==> config.mk <==
export PLATFORM = sky130hd
export DESIGN_NAME = rfr_mac
export DESIGN_NICKNAME = d
export VERILOG_FILES = /design/src/hw/rtl/rfr_pkg.sv /design/src/hw/rtl/rfr_mac.sv
export SDC_FILE = /design/constraint.sdc
export NUM_CORES = 2
export LEC_CHECK = 0
export BUFFER_PORTS_ARGS = -buffer_cell sky130_fd_sc_hd__buf_2
export CORE_MARGIN = 8
export CORE_UTILIZATION = 60
export DETAILED_ROUTE_END_ITERATION = 6
export HOLD_SLACK_MARGIN = 0.15
export PLACE_DENSITY_LB_ADDON = 0.08
export SETUP_SLACK_MARGIN = 0.5
export SYNTH_ARGS = -nofsm -noshare
export SYNTH_HDL_FRONTEND = slang
export SYNTH_SLANG_ARGS = --single-unit
==> constraint.sdc <==
create_clock -name aclk -period 11.6 [get_ports aclk]
set_input_delay 2.32 -clock aclk [delete_from_list [all_inputs] [get_ports aclk]]
set_output_delay 2.32 -clock aclk [all_outputs]
set_load 0.01 [all_outputs]
==> src/hw/rtl/rfr_pkg.sv <==
// rfr_pkg: types, constants and helpers shared by the radial/along/cross rotation block
// used by rfr_mac, rfr_sqdiv and rac_frame_rotation_top; no dependencies
package rfr_pkg;

    localparam int COORD_BITS     = 48;
    localparam int UNIT_FRAC_BITS = 30;
    localparam int ENTRY_BITS     = UNIT_FRAC_BITS + 2;
    localparam int HALF_BITS      = COORD_BITS / 2;
    localparam int MUL_BITS       = ENTRY_BITS + 1;
    localparam int PROD_BITS      = 2 * MUL_BITS;
    localparam int ACC_BITS       = 84;
    localparam int WIDE_BITS      = 64;
    localparam int ROOT_BITS      = 32;
    localparam int SQRT_ITER      = 32;
    localparam int DIV_ITER       = UNIT_FRAC_BITS + 1;
    localparam int CNT_BITS       = 6;

    // input transaction
    typedef struct packed {
        logic                         action;
        logic signed [COORD_BITS-1:0] vec_x;
        logic signed [COORD_BITS-1:0] vec_y;
        logic signed [COORD_BITS-1:0] vec_z;
        logic signed [COORD_BITS-1:0] vel_x;
        logic signed [COORD_BITS-1:0] vel_y;
        logic signed [COORD_BITS-1:0] vel_z;
    } rfr_in_t;

    // result transaction
    typedef struct packed {
        logic signed [COORD_BITS-1:0] radial;
        logic signed [COORD_BITS-1:0] along_track;
        logic signed [COORD_BITS-1:0] cross_track;
        logic [1:0]                   status;
    } rfr_out_t;

    localparam logic ACT_BUILD  = 1'b0;
    localparam logic ACT_ROTATE = 1'b1;

    localparam logic [1:0] STAT_OK         = 2'd0;
    localparam logic [1:0] STAT_ZERO_POS   = 2'd1;
    localparam logic [1:0] STAT_ZERO_CROSS = 2'd2;
    localparam logic [1:0] STAT_NO_FRAME   = 2'd3;

    // one multiply-accumulate operation
    typedef struct packed {
        logic       clr;
        logic       sub;
        logic       hi;
        logic       last;
        logic       fin;
        logic [1:0] tag;
    } rfr_mac_op_t;

    typedef enum logic {SD_SQRT, SD_DIV} rfr_sd_mode_t;

    typedef struct packed {
        logic         start;
        rfr_sd_mode_t mode;
    } rfr_sd_cmd_t;

    typedef enum logic [4:0] {
        ST_IDLE, ST_SC_R, ST_SC_V, ST_X1, ST_X1_W, ST_CHK_C, ST_SC_C, ST_X2, ST_X2_W,
        ST_LD_U, ST_SC_U, ST_SQ, ST_SQ_W, ST_SQRT_GO, ST_SQRT_W, ST_DIV_GO, ST_DIV_W,
        ST_ROT, ST_ROT_W, ST_DONE
    } rfr_state_t;

    // (i + d) mod 3 for indexes below 3
    function automatic logic [1:0] idx_add(input logic [1:0] i, input logic [1:0] d);
        logic [2:0] s;
        s = {1'b0, i} + {1'b0, d};
        return (s >= 3'd3) ? 2'(s - 3'd3) : s[1:0];
    endfunction

    function automatic logic [WIDE_BITS-1:0] mag_coord(input logic signed [COORD_BITS-1:0] v);
        logic [COORD_BITS-1:0] m;
        m = v[COORD_BITS-1] ? (~v + COORD_BITS'(1)) : v;
        return WIDE_BITS'(m);
    endfunction

    function automatic logic [WIDE_BITS-1:0] mag_wide(input logic signed [WIDE_BITS-1:0] v);
        return v[WIDE_BITS-1] ? (~v + WIDE_BITS'(1)) : v;
    endfunction

    function automatic logic signed [ENTRY_BITS-1:0] apply_sign(input logic neg,
                                                               input logic [WIDE_BITS-1:0] m);
        logic signed [ENTRY_BITS-1:0] s;
        s = signed'(m[ENTRY_BITS-1:0]);
        return neg ? -s : s;
    endfunction

endpackage

==> src/hw/rtl/rfr_mac.sv <==
// rfr_mac: shared two-stage signed multiplier with accumulator
// depends on rfr_pkg
module rfr_mac (
    input  logic                                 aclk,
    input  logic                                 aresetn,
    input  logic                                 issue,
    input  rfr_pkg::rfr_mac_op_t                 op,
    input  logic signed [rfr_pkg::MUL_BITS-1:0]  opa,
    input  logic signed [rfr_pkg::MUL_BITS-1:0]  opb,
    output logic                                 res_valid,
    output rfr_pkg::rfr_mac_op_t                 res_op,
    output logic signed [rfr_pkg::ACC_BITS-1:0]  acc
);
    import rfr_pkg::*;

    logic                         v1_reg;
    rfr_mac_op_t                  op1_reg;
    logic signed [PROD_BITS-1:0]  prod_reg;
    logic signed [ACC_BITS-1:0]   acc_reg;
    logic                         res_valid_reg;
    rfr_mac_op_t                  res_op_reg;
    logic signed [ACC_BITS-1:0]   term;
    logic signed [ACC_BITS-1:0]   ext;

    // product alignment and sign
    always_comb begin
        ext  = ACC_BITS'(prod_reg);
        term = op1_reg.hi ? (ext <<< HALF_BITS) : ext;
        if (op1_reg.sub) begin
            term = -term;
        end
    end

    // product stage
    always_ff @(posedge aclk) begin
        if (!aresetn) begin
            v1_reg <= 1'b0;
        end else begin
            v1_reg <= issue;
        end
        op1_reg  <= op;
        prod_reg <= opa * opb;
    end

    // accumulate stage
    always_ff @(posedge aclk) begin
        if (!aresetn) begin
            res_valid_reg <= 1'b0;
        end else begin
            res_valid_reg <= v1_reg && op1_reg.last;
        end
        if (v1_reg) begin
            acc_reg    <= (op1_reg.clr ? '0 : acc_reg) + term;
            res_op_reg <= op1_reg;
        end
    end

    assign res_valid = res_valid_reg;
    assign res_op    = res_op_reg;
    assign acc       = acc_reg;

endmodule

Word level (Yosys, flattened, before mapping):

Index checks and enable logic that the tools add are counted.

* $add $sub $neg: 2
* multipliers: 1
* multiplexer cells: 3
* reduce and logical (&&, ||, !) cells: 1

Operator list (number)
* $mux 84: 3
* $add 84x84->84: 1
* $neg 84->84: 1
* $mul 33x33->66: 1
* $logic_and 1x1->1: 1

* register bits: 166
* bits of input ports: 76
* output and inout port bits: 92
* word-level logic and storage cells: 23

Depth between registers and ports, before layout:

* depth in word-level cells: 4
* gate-level depth with buffers: 30
* mapped depth without buffers: 28

Least setup slack after synthesis:

No wires, ideal clock.

* path type: input port to flip-flop
* from: in opa[32] in the netlist's numbering
* to: reg prod_reg[63]
* library setup time: 0.127 ns
* arrival: 9.792 ns
* data required time: 11.473 ns
* path slack: 1.680 ns
* stages on the path: 26
* path buffers: 2
* cells stage by stage: clkbuf_1 nand2_1 inv_1 fa_1 fa_1 fa_1 fa_1 fa_1 fa_1 fa_1 inv_1 fa_1 inv_1 ha_1 clkbuf_1 and3_1 and4_1 and3_1 a221oi_1 nand2_1 a31oi_1 o21ai_0 a221o_1 a21oi_1 o221ai_1 xor2_1

* longest elaborated chain between the ends: 1

Ends and longest elaborated chain
* from (decl): line rfr_mac.sv:8 `input logic signed [rfr_pkg::MUL_BITS-1:0] opa,`
* $mul 33x33->66: line rfr_mac.sv:42 `prod_reg <= opa * opb;`
* to (signal assigned): line rfr_mac.sv:42
* to (decl): line rfr_mac.sv:18 `logic signed [PROD_BITS-1:0] prod_reg;`

Every way passes these cells.
A chain may end at the register's enable or synchronous reset.

Worst setup path after layout:

* from: in opb[9] in the netlist's numbering
* to: reg prod_reg[63]

* longest elaborated chain between the ends: 1

Ends and longest elaborated chain
* from (decl): line rfr_mac.sv:9 `input logic signed [rfr_pkg::MUL_BITS-1:0] opb,`
* $mul 33x33->66: line rfr_mac.sv:42

Every way passes these cells.

==> impl_metrics.ini <==
[timing]
drv_slew = 0
tns_ps = 0
setup_viol = 0
final.period_utilization_pct = 89.1
layout_setup_ws_ps = 1270
grt_setup_unrepaired = no
finalHoldViolCount = 0
tightest_slew_ps = 1090
relSlewSlack_pct = 27.1
fin_crit_ps = 10330
clock.fmax_mhz = 96.8
hold-worst-slack_ps = 412
skew_ps = 18.1

[yosys]
yosysTopAreaCell = fa_1
syn-num-nets = 7187
yosys.area_share.adder_pct = 51.9
synth-compound-area-share_pct = 7.56
ys_warn_count = 0
synth_mux_area_share_pct = 0.987
synth-async-reset-ratio_pct = 0
avgSynthCellArea_sq_um = 9.09
synth_top_area_share_pct = 44.6
synth_edf_count = 91
synth_area_leaders = fa_1, inv_1, ha_1, and2_1, edfxtp_1
ys_ff_latch = 166
synthTopCellsByCount = fa_1, inv_1, nand2_1, and2_1, ha_1
ys_seq_area_share_pct = 8.23
synth-simple-area-share_pct = 17.2
yosysMostFrequentCell = fa_1
ys.flop_type = edfxtp_1
synth_top_family_by_area = adder cells
syn-cell-area_sq_um = 51500
yosys.cell_types.count = 80
synthXorXnorAreaFrac_pct = 3.83
synthCells = 5664

[worst_setup_path]
crit_fanout = 23
path_class = in2reg
cp-start-kind = input pin
cp_data_arrival_time_ps = 10680
cp.required_ps = 11950
cp-end-kind = flop

[cts]
postCtsSetupBuffers = 0
ctsHtreeMaxLevel = 4
cts_hold_buffers = 0
cts_buffer_depth = 2
root_buffer = clkbuf_16
clk_pin_slew_ps = 80
ctsResizeCount = 0
cts.sinks = 166
clkLatencyLatePin_ps = 470
cts_buffers = 17
cts_tree = done

[layout]
largest_register_ffs = 84
fin_area_sq_um = 53600
n_fill_cell = 7402
fin_nets = 7126
seq_area_sq_um = 4240
drive_gt1_share_pct = 4.95
multi_input_area_sq_um = 41900
syn_to_final_growth_pct = 4.09

[floorplanning]
num_io_pins = 168
initial_core_util_pct = 60.4
dieHeight_microns = 309
fp.coreArea_sq_um = 85100
fp-row-count = 107
chipWidth_microns = 309
dieArea_sq_um = 95400

[drt]
wl_per_cell_microns = 21.1
viasPerCell = 5.70
drcViolationCount = 0
vias = 38600
antenna_left = 0
routed_wl_mm = 143
first_pass_iters = 6
first_iter_violations = 2759

[placement]
dp_slack_ps = 860
portBuffers = 167
gp_congestion = 0.950
place_area_sq_um = 52900
hpwl_mm = 118

[global_route]
antenna_found_initial = 4
grt_use_total_pct = 30.3
grt_pass1_wl_mm = 227
overflow = 0
first_global_vias = 41500
grt_max_degree = 96

[worst_hold_path]
min_path_type = reg2reg

[flow_run]
cap_violations = 0

[outcome]
outcome = complete, no violations
## final timing paths
path / startpoint / endpoint / slack [ps] / cells after the start
setup / recovery: opb[9] / prod_reg[63] / 1270 / 26
hold / removal: op1_reg[2] / res_op[2] / 410 / 0
setup reg to reg: op1_reg[4] / acc[81] / 3600 / 25
hold reg to reg: op1_reg[2] / res_op[2] / 410 / 0
## layer usage
layer | GRT usage [%] | wire [microns] | share of wire, %
met4 | 8.58 | 4020 | 2.8
met2 | 51.2 | 69100 | 48
met3 | 5.40 | 11300 | 7.9
met1 | 40.2 | 58400 | 41
met5 | 0 | 11 | 0.0077
## placed cells by master, fill, tap and decap left out, drive strengths merged, types with 120 or more instances in the layout
| master | synthesis | routed |
|---|---|---|
| fa | 1146 | 1146 |
| inv | 1118 | 1128 |
| nand2 | 654 | 654 |
| and2 | 564 | 564 |
| ha | 301 | 301 |
| buf | 18 | 208 |
| a21oi | 200 | 200 |
| nor2 | 184 | 184 |
| o21ai | 130 | 130 |
| xnor2 | 120 | 120 |
## worst max-delay path, cell delays in order
cell and delay, ps:
buf_2 610, nand2_1 170, fa_1 570, inv_1 60, fa_1 450, fa_1 500, inv_1 50, fa_1 450
fa_1 500, fa_1 550, inv_1 50, fa_1 510, fa_1 420, ha_1 340, and3_1 170, a221oi_1 690
nor2_1 80, o21ai_0 430, a31oi_1 220, o211ai_1 260, o21ai_0 130, buf_4 160, a221o_1 340, a21oi_1 280
o221ai_1 170, xor2_1 170
## cells by family after synthesis
family / after synthesis
XOR/XNOR: 225
buffers and inverters: 1407
AND/OR/NAND/NOR: 1750
multiplexers: 50
AO/OA/AOI/OAI: 619
flip-flops: 166
adder cells (fa/ha/maj): 1447
## through the flow
step           utilization (%)  std cells
2_1_floorplan                -       5664
3_3_place_gp              62.2       6728
3_5_place_dp              62.2       6728
4_1_cts                   62.9       6760
5_1_grt                   62.9       6762
6_report                  62.9       6764
## final cells by class
type | instances | share of cell area [%]
inverter | 1119 | 7.84
multi-input combinational | 4091 | 78.2
clock inverter | 15 | 0.388
timing repair buffer | 208 | 2.13
clock buffer | 17 | 0.794
antenna | 4 | 0.0187
tap | 1144 | 2.67
sequential | 166 | 7.92
Power is left out: the tool's default activity adds up to more than one toggle a clock period on the data nets, which glitch-free logic cannot reach.
